==> src/rtl/core/per_slot_serial_dispatcher_defines.svh <==
// Assertion macros shared by the dispatcher RTL.
`ifndef PER_SLOT_SERIAL_DISPATCHER_DEFINES_SVH
`define PER_SLOT_SERIAL_DISPATCHER_DEFINES_SVH

// Same-cycle implication, checked on every rising edge outside reset.
`define PSSD_ASSERT_IMP(lbl, ante, cons, msg) \
    lbl: assert property (@(posedge i_clk) disable iff (!i_rst_n) (ante) |-> (cons)) \
        else $error(msg);

// Next-cycle implication, checked on every rising edge outside reset.
`define PSSD_ASSERT_NXT(lbl, ante, cons, msg) \
    lbl: assert property (@(posedge i_clk) disable iff (!i_rst_n) (ante) |=> (cons)) \
        else $error(msg);

`endif

==> src/rtl/core/pssd_ram.sv <==
// Generic single-port-write, single-port-read RAM with registered read data.
module pssd_ram #(
    parameter int WIDTH = 8,
    parameter int DEPTH = 16
) (
    input  logic                     i_clk,
    input  logic                     i_we,
    input  logic [$clog2(DEPTH)-1:0] i_waddr,
    input  logic [WIDTH-1:0]         i_wdata,
    input  logic                     i_re,
    input  logic [$clog2(DEPTH)-1:0] i_raddr,
    output logic [WIDTH-1:0]         o_rdata
);

    logic [WIDTH-1:0] r_mem [DEPTH];
    logic [WIDTH-1:0] r_rdata;

    always_ff @(posedge i_clk) begin
        if (i_we) begin
            r_mem[i_waddr] <= i_wdata;
        end
        if (i_re) begin
            r_rdata <= r_mem[i_raddr];
        end
    end

    assign o_rdata = r_rdata;

endmodule

==> config.mk <==
export PLATFORM = sky130hd
export DESIGN_NAME = pssd_ram
export DESIGN_NICKNAME = d
export VERILOG_FILES = /design/src/rtl/core/per_slot_serial_dispatcher_defines.svh /design/src/rtl/core/pssd_ram.sv
export SDC_FILE = /design/constraint.sdc
export NUM_CORES = 1
export LEC_CHECK = 0
export ABC_AREA = 1
export BUFFER_PORTS_ARGS = -buffer_cell sky130_fd_sc_hd__buf_4
export CAP_MARGIN = 20
export CORE_ASPECT_RATIO = 1.1
export CORE_MARGIN = 8
export CORE_UTILIZATION = 47
export CTS_CLUSTER_SIZE = 40
export DETAILED_ROUTE_END_ITERATION = 6
export GPL_TIMING_DRIVEN = 0
export SLEW_MARGIN = 20
export SYNTH_ARGS = -nofsm -noshare
export SYNTH_HDL_FRONTEND = slang
export SYNTH_SLANG_ARGS = --single-unit
==> constraint.sdc <==
create_clock -name i_clk -period 2.9 [get_ports i_clk]
set_input_delay 0.725 -clock i_clk [delete_from_list [all_inputs] [get_ports i_clk]]
set_output_delay 0.725 -clock i_clk [all_outputs]
set_load 0.03 [all_outputs]
# Word-level counts from Yosys, hierarchy flattened
# Memories as Yosys holds them, arrays and structs flattened. A register that Yosys moved wholly into a read port is not among the register bits.
# Index checks and enable logic that the tools add are counted.
# word_totals
reg_bits	0
ramBits	128
input_bits	19
wordCells	3
mem_count	1
# mem_list
name	depth	width	rd	rd_clocked_by_memory_dff	write_ports	line	rtl
r_mem	16	8	1	1	1	pssd_ram.sv:15	logic [WIDTH-1:0] r_mem [DEPTH];
# classes
muxes	2
# ops
cell	n
1-bit two-way mux	2

# Depth between registers and ports, before layout
# Gate-level depths: netlist of run 1.
# depth
depth_word	2
depth_mapped	8

# Worst setup path after synthesis of run 1
# No wires, ideal clock.
# synth_timing
path_type	input port to flip-flop
from	input port i_waddr[2]
to	memory r_mem[10][0], enable pin
setup_ns	0.370
arrival_ns	1.306
required_time_ns	2.530
slack_ns	1.224
stages	2
path_cell_list	nand3b_1 -> nor2_1
# synth_rtl
item	line	rtl
start: declaration	pssd_ram.sv:8	input logic [$clog2(DEPTH)-1:0] i_waddr,
end: declaration	pssd_ram.sv:15	
# No word-level cell before the write port.

# Worst setup path after layout of run 1
# layout_timing
from	input port i_waddr[3]
to	memory r_mem[7][2], enable pin
# No word-level cell before the write port.

==> flow_summary.rst, run 1 <==
.. list-table::
   :header-rows: 1

   * - Metric
     - Value
   * - Sequential share of the synthesized area
     - 0.6985
   * - Distinct cell type count after synthesis
     - 11
   * - Length of routed met2 wiring
     - 6152 µm
   * - Die X
     - 122.3 µm
   * - Share of the synthesized area in the top cell type
     - 0.6985
   * - Minimum clock period
     - 1.851 ns
   * - Period utilisation layout
     - 0.6382
   * - Data required time at the worst endpoint
     - 2.93 ns
   * - Number of instances resized during post-cts repair
     - 0
   * - Arrival time worst endpoint
     - 1.88 ns
   * - Largest net degree at the start of global routing
     - 17
   * - Headroom to the max-slew limit
     - 0.3417
   * - DR WL/cell
     - 18.13 µm
   * - Crit path capture type
     - flip-flop
   * - Detailed Routing Iterations Pass 1
     - 5
   * - Number of diodes added for antenna fixing
     - 0
   * - #FFs+latches synth
     - 136
   * - Clock buffer depth
     - 2
   * - Met3 layer wire length in the routed design
     - 1247 µm
   * - Maximum achievable frequency
     - 0.5403 GHz
   * - Number of nets still failing antenna checks after routing
     - 0
   * - Overall die area
     - 16270 µm²
   * - Ranking of synthesized cells by area
     - edfxtp_1 70%, nand2_1 11%, nand3_1 8.3%
   * - Commonest non-fill, non-tap cell in the layout
     - nand2_1
   * - Hold buffers post-CTS
     - 0
   * - Ordered cell list for the critical path
     - buf_4, nand3b_1, nor2_1
   * - Worst ir drop on vdd
     - 0.4596 mV
   * - Die height
     - 133.0 µm
   * - Avg Cell Area, Syn
     - 10.61 µm²
   * - Top-Level Pins
     - 27
   * - Fill cells
     - 1013
   * - Latest clock arrival within the worst-skew pair
     - 0.41 ns
   * - Violation count after the first detailed-routing iteration
     - 469
   * - Antenna violations before repair
     - 0
   * - Maximum net fanout on the critical path
     - 8
   * - Worst Tran Pin Value
     - 0.9838 ns
   * - CORE AREA
     - 12090 µm²
   * - Worst setup SP type
     - input port
   * - Total number of yosys warnings
     - 0
   * - Global route overflow
     - 0
   * - Depth of the CTS H-tree
     - 4
   * - Clock tree root driver cell
     - clkbuf_16
   * - Number of setup violations in the final report
     - 0
   * - Routed wire length
     - 13780 µm
   * - DRT met1 WL
     - 5959 µm
   * - Drt via density
     - 5.164
   * - Leak Pwr
     - 0.002956 µW
   * - Run status
     - finished, final reports clean
   * - Cell family with the largest share of critical-path delay
     - simple AND/OR/NAND/NOR gates
   * - Endpoints failing hold
     - 0
   * - Largest stage delay, worst path
     - 0.79 ns
   * - Layout-stage area growth over the synthesis result
     - 17.40%
   * - Power per unit of standard cell area
     - 710.8 nW/µm²
   * - Clock Pin Slew Worst Setup and Hold Paths
     - 0.06 ns
   * - Clock skew
     - 0.005873 ns
   * - Initial cell density of the core
     - 0.4837
   * - Number of nets produced by synthesis
     - 570
   * - TritonCTS clock tree
     - done
   * - Inserted Clock Buffers
     - 17
   * - Post-Route Utilization
     - 0.5679
   * - Number of core rows
     - 42
   * - Buffer and inverter count on the worst path
     - 1
   * - Via count of the first global-routing pass
     - 3740
   * - Total negative slack
     - 0 ns
   * - Final weighted congestion in routability-driven placement
     - 0.8451
   * - Max-cap violations
     - 0
   * - Number of nets in the layout
     - 612
   * - Number of instances in the synthesized netlist
     - 551
   * - DP HPWL
     - 9026 µm
   * - Class of the most critical setup path
     - in2reg
   * - Class of the tightest hold or removal check
     - in2reg
   * - GRT Overall Usage
     - 0.1773
   * - RSZ-0062 raised after global routing
     - no
   * - Top library cells by usage in the layout, fill and taps aside
     - 173 x nand2_1, 136 x edfxtp_1, 100 x inv_1, 97 x nand3_1, 27 x buf_4
   * - Count of buffers added by post-CTS timing repair for setup
     - 0
   * - PortBufs
     - 23
   * - Vias
     - 3925
   * - Final Max Slew Viols
     - 0
   * - Highest routing layer actually used
     - met4
   * - Fraction of final layout cells with drive strength greater than 1
     - 0.1304
   * - Worst path slowest cell
     - nor2_1
   * - Syn Std Cell Area
     - 5847 µm²
   * - CTS sink cnt
     - 136
   * - First-pass GRT wire length
     - 21000 µm
   * - Most area-hungry cell type in the Yosys netlist
     - edfxtp_1
   * - DRC violation count after routing
     - 0
[cell usage after synthesis]
cell type and number:
buf_1 1, buf_2 13, buf_4 4, buf_6 6, edfxtp_1 136, inv_1 100
inv_2 2, nand2_1 173, nand3_1 97, nand3b_1 2, nor2_1 17
[layer usage]
metal | vias up | GRT usage
met4 | 0 | 0.09492
met1 | 1825 | 0.2404
met5 | - | 0
li1 | 1874 | -
met2 | 198 | 0.2569
met3 | 28 | 0.04170
[state kept, by name (all words and copies together) (netlist names)]
name / count
o_rdata: 8
r_mem: 128
[worst register-to-register path, delay by kind of cell, from the launching register on]
| family | cells | cell delay [ns] |
|---|---|---|
| and+or+nand+nor | 5 | 0.48 |
| DFF | 1 | 0.37 |
| buffers and inverters | 1 | 0.07 |
[kinds of logic after synthesis]
| group | after synthesis | synth area share |
|---|---|---|
| AND/OR/NAND/NOR | 289 | 0.2076 |
| flip-flops | 136 | 0.6985 |
| buffers and inverters | 126 | 0.09394 |
[where the power goes]
group / switching [µW] / internal (µW) / leakage (µW)
Combinational: 216 / 94.0 / 0.00141
Clock: 816 / 1530 / 0.000311
Sequential: 10.0 / 2210 / 0.00124
Total: 1040 / 3840 / 0.00296
[cell type report]
class,count,area (µm²),area share
sequential,136,4084,0.5950
timing repair buffer,23,172.7,0.02516
buffer,24,166.4,0.02424
inverter,102,382.9,0.05578
clock buffer,17,425.4,0.06198
tap,154,192.7,0.02807
multi-input combinational,289,1214,0.1768
clock inverter,15,226.5,0.03299
[metrics by stage]
| stage | worst slack [ns] | power (µW) | hold WS (ns) | instances | instance area (µm²) |
|---|---|---|---|---|---|
| 3_3_place_gp | 0.6825 | 2569 | 0.7372 | 728 | 6212 |
| 3_5_place_dp | 0.6687 | 2574 | 0.7395 | 728 | 6212 |
| 6_report | 1.049 | 4879 | 0.5834 | 760 | 6864 |
| 4_1_cts | 1.082 | 4896 | 0.5771 | 760 | 6864 |
| 2_1_floorplan | 1.224 | 2440 | 0.6829 | 551 | 5847 |
| 5_1_grt | 0.9923 | 5001 | 0.5838 | 760 | 6864 |
[worst paths after layout]
check	start	end	slack (ns)	cells after the start
max	i_waddr[3]	r_mem[7][2]	1.05	3
min	i_re	o_rdata[1]	0.58	1
max reg2reg	r_mem[0][7]	o_rdata[7]	1.73	6
min reg2reg	r_mem[13][5]	o_rdata[5]	0.75	6
(Power assumes the default switching activity.)
==> run 2: changes to the inputs <==
PLACE_DENSITY = 0.66   (was default)
clock period = 1.7 ns   (was 2.9 ns; I/O delays follow)
==> flow_summary.rst, run 2 (same netlist as run 1, synthesis figures left out) <==
.. list-table::
   :header-rows: 1

   * - Metric
     - Value
   * - Violation count after the first detailed-routing iteration
     - 423 (-9.8%)
   * - Initial cell density of the core
     - 0.4837 (unchanged)
   * - Crit path capture type
     - flip-flop
   * - Post-Route Utilization
     - 0.5678 (about the same)
   * - Number of setup violations in the final report
     - 0 (unchanged)
   * - Routed wire length
     - 13570 µm (-1.5%)
   * - RSZ-0062 raised after global routing
     - no
   * - Clock buffer depth
     - 2 (unchanged)
   * - Number of core rows
     - 42 (unchanged)
   * - PortBufs
     - 23 (unchanged)
   * - Switching part of the total power
     - 0.2121 (-0.001418)
   * - Placement-stage worst setup slack
     - -0.3006 ns (-0.9693 ns)
   * - Failing checks
     - design-rule violations
   * - GRT Overall Usage
     - 0.1775 (+0.0001801)
   * - Number of nets in the layout
     - 612 (unchanged)
   * - Period utilisation layout
     - 0.9302
   * - Vias
     - 3837 (-2.2%)
   * - Clock tree root driver cell
     - clkbuf_16
   * - DRC violation count after routing
     - 4 (+4)
   * - Arrival time worst endpoint
     - 1.61 ns (-0.27 ns)
   * - Via count of the first global-routing pass
     - 3774 (+0.91%)
   * - Worst setup SP type
     - input port
   * - Drt via density
     - 5.049 (-2.2%)
   * - Clock Pin Slew Worst Setup and Hold Paths
     - 0.06 ns (about the same)
   * - Minimum clock period
     - 1.581 ns
   * - Net switching power
     - 1762 µW (+69%)
   * - DR WL/cell
     - 17.85 µm (-1.5%)
   * - CORE AREA
     - 12090 µm² (unchanged)
   * - Antenna violations before repair
     - 0 (unchanged)
   * - Detailed Routing Iterations Pass 1
     - 7 (+2)
   * - Count of buffers added by post-CTS timing repair for setup
     - 0 (unchanged)
   * - Final Max Slew Viols
     - 0 (unchanged)
   * - Register with the highest flop count
     - r_mem
   * - Share of total power in sequential cells
     - 0.457 (about the same)
   * - Clk network pwr share
     - 0.479 (about the same)
   * - Top library cells by usage in the layout, fill and taps aside
     - 173 x nand2_1, 136 x edfxtp_1, 100 x inv_1, 97 x nand3_1, 27 x buf_4
   * - Endpoints failing hold
     - 0 (unchanged)
   * - Clock skew
     - 0.003519 ns (-0.002354 ns)
   * - Worst-case setup margin in the final layout
     - 0.1186 ns (-0.9306 ns)
   * - CTS sink cnt
     - 136 (unchanged)
   * - Inserted Clock Buffers
     - 17 (unchanged)
   * - Fraction of final layout cells with drive strength greater than 1
     - 0.1304 (unchanged)
   * - Total negative slack
     - 0 ns (unchanged)
   * - Maximum achievable frequency
     - 0.6323 GHz
   * - Overall die area
     - 16270 µm² (unchanged)
   * - Latest clock arrival within the worst-skew pair
     - 0.41 ns (about the same)
   * - Class of the most critical setup path
     - in2reg
   * - Commonest non-fill, non-tap cell in the layout
     - nand2_1
   * - Worst ir drop on vdd
     - 0.6030 mV (+31%)
   * - First-pass GRT wire length
     - 21270 µm (+1.3%)
   * - FF-to-FF setup slack
     - 0.54 ns (-1.19 ns)
   * - Depth of the CTS H-tree
     - 4 (unchanged)
   * - Portion of total power attributed to combinational logic
     - 0.064 (about the same)
   * - Number of instances resized during post-cts repair
     - 0 (unchanged)
   * - Layout-stage area growth over the synthesis result
     - 17.38% (about the same)
   * - Fill cells
     - 1047 (+3.4%)
   * - Hold buffers post-CTS
     - 0 (unchanged)
   * - Run status
     - complete, but fails checks
   * - Global route overflow
     - 0 (unchanged)
   * - TritonCTS clock tree
     - done
   * - Class of the tightest hold or removal check
     - in2reg
   * - Number of nets still failing antenna checks after routing
     - 0 (unchanged)
   * - Worst Tran Pin Value
     - 1.028 ns (+0.04423 ns)
   * - Max-cap violations
     - 0 (unchanged)
   * - Pint
     - 6546 µW (+71%)
   * - Final weighted congestion in routability-driven placement
     - 0.8668 (+2.6%)
   * - Leak Pwr
     - 0.002953 µW (-0.12%)
   * - Die height
     - 133.0 µm (unchanged)
   * - Top-Level Pins
     - 27 (unchanged)
   * - Largest net degree at the start of global routing
     - 17 (unchanged)
   * - Headroom to the max-slew limit
     - 0.3121 (-0.02960)
   * - Data required time at the worst endpoint
     - 1.73 ns (-1.20 ns)
   * - Number of diodes added for antenna fixing
     - 0 (unchanged)
   * - Die X
     - 122.3 µm (unchanged)
   * - DP HPWL
     - 9061 µm (+0.38%)
   * - Maximum net fanout on the critical path
     - 8 (unchanged)
   * - Flip-flop count of the largest register after layout
     - 128 (unchanged)
   * - Power per unit of standard cell area
     - 1211 nW/µm² (+70%)
==> run 2: cell count changes in the layout (fill, tap and decap cells not counted) <==
cell / before / now
clkinv_4: 5 / 3
clkinvlp_4: 2 / 3
inv_6: 1 / 2
==> run 2: cell type report <==
| type | count | area (µm²) | share of cell area |
|---|---|---|---|
| inverters | 102 | 382.9 | 0.05579 |
| well taps | 154 | 192.7 | 0.02808 |
| clock buffers | 17 | 425.4 | 0.06199 |
| repair buffers | 23 | 172.7 | 0.02516 |
| flip-flops and latches | 136 | 4084 | 0.5951 |
| clock inverters | 15 | 225.2 | 0.03282 |
| multi-input cells | 289 | 1214 | 0.1768 |
| plain buffers | 24 | 166.4 | 0.02425 |
==> run 2: power groups by stage <==
stage,clock network [µW],logic (µW),registers (µW)
after global placement,0,519,3860
final,3980,529,3800
after floorplan,0,265,3900
after CTS,4030,529,3800
after global routing,4170,581,3800
after detailed placement,0,526,3870
==> run 2: metal layers <==
metal / track usage / vias up / part of all wire
met1: 0.2366 / 1804 / 0.44
met4: 0.06441 / 0 / 0.020
met5: 0 / - / 0
li1: - / 1871 / -
met2: 0.2721 / 142 / 0.47
met3: 0.04638 / 20 / 0.072
==> run 2: worst paths after layout <==
kind,startpoint,to,cells past startpoint
worst max-delay path,i_waddr[3],r_mem[7][0],3
worst min register to register,r_mem[12][5],o_rdata[5],6
worst max register to register,r_mem[0][7],o_rdata[7],6
worst min-delay path,i_re,o_rdata[5],1
==> run 2: worst max-delay path: stages <==
cell and delay, ns:
buf_4 0.12, nand3b_1 0.24, nor2_1 0.82
==> run 2: stage by stage <==
stage	total power, µW	std cells	instance area, µm²	hold slack, ns
after floorplan	4163	551	5847	0.5239
after global placement	4382	728	6212	0.7017
after detailed placement	4393	728	6212	0.7078
after CTS	8357	760	6863	0.2709
after global routing	8556	760	6863	0.2822
final	8308	760	6863	0.2852
==> run 3: changes to the inputs <==
ABC_AREA = default   (was 1)
==> flow_summary.rst, run 3 <==
.. list-table::
   :header-rows: 1

   * - Metric
     - Value
   * - Depth of the CTS H-tree
     - 4 (unchanged)
   * - Class of the most critical setup path
     - in2reg
   * - DRC violation count after routing
     - 0 (-4)
   * - Maximum net fanout on the critical path
     - 8 (unchanged)
   * - Inserted Clock Buffers
     - 17 (unchanged)
   * - Maximum achievable frequency
     - 0.5915 GHz (-6.5%)
   * - Top library cells by usage in the layout, fill and taps aside
     - 136 x edfxtp_1, 26 x buf_4, 18 x mux4_2, 17 x clkbuf_16, 16 x a22oi_1
   * - Headroom to the max-slew limit
     - 0.4543 (+0.1422)
   * - Flip-flop count of the largest register after layout
     - 128 (unchanged)
   * - Cell family with the largest share of critical-path delay
     - simple AND/OR/NAND/NOR gates
   * - Share of the synthesized area in the top cell type
     - 0.7812 (+0.08275)
   * - Ordered cell list for the critical path
     - buf_4, or3b_2, nor2_1
   * - Data required time at the worst endpoint
     - 1.73 ns (about the same)
   * - Post-synthesis adder-cell area fraction
     - 0 (unchanged)
   * - Post-synthesis share of cell area spent on xor and xnor gates
     - 0 (unchanged)
   * - Distinct cell type count after synthesis
     - 18 (+7)
   * - #FFs+latches synth
     - 136 (unchanged)
   * - Antenna violations before repair
     - 0 (unchanged)
   * - Most area-hungry cell type in the Yosys netlist
     - edfxtp_1
   * - Clock Pin Slew Worst Setup and Hold Paths
     - 0.06 ns (about the same)
   * - Largest stage delay, worst path
     - 0.63 ns (-0.19 ns)
   * - Clock skew
     - 0.006696 ns (+0.003177 ns)
   * - Post-synthesis async set-or-reset flop share
     - 0 (unchanged)
   * - Violation count after the first detailed-routing iteration
     - 141 (-67%)
   * - Total number of yosys warnings
     - 0 (unchanged)
   * - Clock tree root driver cell
     - clkbuf_16
   * - Count of buffers added by post-CTS timing repair for setup
     - 0 (unchanged)
   * - Latest clock arrival within the worst-skew pair
     - 0.40 ns (about the same)
   * - Number of instances resized during post-cts repair
     - 0 (unchanged)
   * - Leak Pwr
     - 0.002090 µW (-29%)
   * - Period utilisation layout
     - 0.9945 (+0.06430)
   * - Number of diodes added for antenna fixing
     - 0 (unchanged)
   * - Number of core rows
     - 40 (-4.8%)
   * - Worst ir drop on vdd
     - 0.7433 mV (+23%)
   * - Placement-stage worst setup slack
     - -0.4455 ns (-0.1449 ns)
   * - Minimum clock period
     - 1.691 ns (+0.1093 ns)
   * - Sequential share of the synthesized area
     - 0.7812 (+0.08275)
   * - Register area
     - 4084 µm² (unchanged)
   * - Number of nets still failing antenna checks after routing
     - 0 (unchanged)
   * - Number of instances in the synthesized netlist
     - 229 (-58%)
   * - Worst-case setup margin in the final layout
     - 0.009279 ns (-0.1093 ns)
   * - Endpoints failing hold
     - 0 (unchanged)
   * - Avg Cell Area, Syn
     - 22.83 µm² (+120%)
   * - Final Max Slew Viols
     - 0 (unchanged)
   * - Hold buffers post-CTS
     - 0 (unchanged)
   * - PortBufs
     - 25 (+8.7%)
   * - Number of setup violations in the final report
     - 0 (unchanged)
   * - CORE AREA
     - 10860 µm² (-10%)
   * - TritonCTS clock tree
     - done
   * - Share of synthesized area spent on multiplexers
     - 0.1479 (+0.1479)
   * - Number of nets produced by synthesis
     - 248 (-56%)
   * - Crit path capture type
     - flip-flop
   * - Via count of the first global-routing pass
     - 2493 (-34%)
   * - Post-synthesis simple-gate area fraction
     - 0.03135 (-0.1762)
   * - Worst hold slack across all endpoints
     - 0.2977 ns (+0.01246 ns)
   * - Max-cap violations
     - 0 (unchanged)
   * - Commonest non-fill, non-tap cell in the layout
     - edfxtp_1
   * - Worst Tran Pin Value
     - 0.8156 ns (-0.2125 ns)
   * - Detailed Routing Iterations Pass 1
     - 4 (-3)
   * - Global route overflow
     - 0 (unchanged)
   * - Worst setup SP type
     - input port
   * - Number of nets in the layout
     - 292 (-52%)
   * - Run status
     - finished, final reports clean
   * - RSZ-0062 raised after global routing
     - yes
   * - Vias
     - 2375 (-38%)
   * - Class of the tightest hold or removal check
     - in2reg
   * - Main combinational cell family by area after synthesis
     - multiplexers
   * - Largest net degree at the start of global routing
     - 17 (unchanged)
   * - Die height
     - 126.6 µm (-4.8%)
   * - Register with the highest flop count
     - r_mem
   * - Arrival time worst endpoint
     - 1.72 ns (+0.11 ns)
   * - Layout-stage area growth over the synthesis result
     - 20.25%
   * - Synth Flop Type
     - edfxtp_1
   * - Worst path slowest cell
     - nor2_1
   * - GRT Overall Usage
     - 0.1440 (-0.03354)
   * - Ranking of synthesized cells by area
     - edfxtp_1 78%, mux4_2 7.8%, mux4_1 7.0%
   * - Number of enable-type register cells in the synthesized netlist
     - 136 (unchanged)
   * - CTS sink cnt
     - 136 (unchanged)
   * - Leading post-synthesis cells by instance count
     - 136 x edfxtp_1, 18 x mux4_2, 16 x a22oi_1
   * - Dominant cell by count in the synthesized netlist
     - edfxtp_1
   * - Final weighted congestion in routability-driven placement
     - 0.7227 (-17%)
   * - Buffer and inverter count on the worst path
     - 1 (unchanged)
   * - Die X
     - 116.6 µm (-4.7%)
   * - DR WL/cell
     - 22.38 µm (+25%)
   * - Compound-gate portion of the synthesized area
     - 0.02298 (+0.02298)
   * - Clock buffer depth
     - 2 (unchanged)
   * - First-pass GRT wire length
     - 14760 µm (-31%)
   * - Combined area of the multi-input logic cells
     - 1080 µm² (-11%)
   * - Routed wire length
     - 9689 µm (-29%)
   * - Overall die area
     - 14760 µm² (-9.3%)
   * - Syn Std Cell Area
     - 5228 µm² (-11%)
   * - Drt via density
     - 5.485 (+8.6%)
   * - Top-Level Pins
     - 27 (unchanged)
   * - DP HPWL
     - 6249 µm (-31%)
   * - Initial cell density of the core
     - 0.4813 (-0.002411)
   * - Fill cells
     - 800 (-24%)
   * - Fraction of final layout cells with drive strength greater than 1
     - 0.3077 (+0.1773)
   * - Power per unit of standard cell area
     - 1307 nW/µm² (+7.9%)
run 3: changes by cell type after synthesis, moves of 10 or more:
| cell | change |
|---|---|
| nand2_1 | -164 |
| inv_1 | -100 |
| a22oi_1 | +16 |
| mux4_2 | +18 |
| nand3_1 | -96 |
| mux4_1 | +14 |
| buf_2 | -10 |
run 3: final timing paths:
| path | from | endpoint | slack (ns) | depth (start not counted) |
|---|---|---|---|---|
| worst max-delay path | i_waddr[2] | r_mem[2][1] | 0.009 | 3 |
| worst min-delay path | i_re | o_rdata[3] | 0.30 | 1 |
| worst max register to register | r_mem[5][0] | o_rdata[0] | 0.11 | 3 |
| worst min register to register | r_mem[9][3] | o_rdata[3] | 0.76 | 3 |
run 3: cell type report:
class | count | share of cell area
clock buffers | 17 | 0.06768
flip-flops and latches | 136 | 0.6497
repair buffers | 25 | 0.02986
clock inverters | 15 | 0.03682
plain buffers | 10 | 0.01493
well taps | 147 | 0.02926
multi-input cells | 83 | 0.1718
run 3: per-stage QoR:
stage / instances / power [µW] / util / TNS (ns) / area, µm²
6_report: 433 / 8213 / 0.5788 / 0 / 6286
2_1_floorplan: 229 / 4089 / - / -0.002893 / 5240
3_5_place_dp: 401 / 4277 / 0.5181 / -25.14 / 5627
3_3_place_gp: 401 / 4260 / 0.5167 / -32.47 / 5612
4_1_cts: 433 / 8282 / 0.5786 / 0 / 6284
5_1_grt: 433 / 8446 / 0.5788 / -0.9926 / 6286
run 3: logic make-up after synthesis:
kind of cell	after synthesis
simple gates	35
mux	32
buf+inv	10
flops	136
compound gates	16
run 3: power breakdown:
part	internal [µW]	leakage, µW	switching (µW)
combinational	169	0.000546	235
sequential	3780	0.00124	16.3
clock	2730	0.000307	1290
run 3: routing by layer:
| layer | wire, µm | vias to the layer above | part of all wire | track usage |
|---|---|---|---|---|
| met5 | 0 | - | 0 | 0 |
| met4 | 129 | 0 | 0.013 | 0.06561 |
| met3 | 798 | 8 | 0.082 | 0.03892 |
| met2 | 4861 | 83 | 0.50 | 0.2240 |
| met1 | 3900 | 1209 | 0.40 | 0.1847 |
| li1 | - | 1075 | - | - |
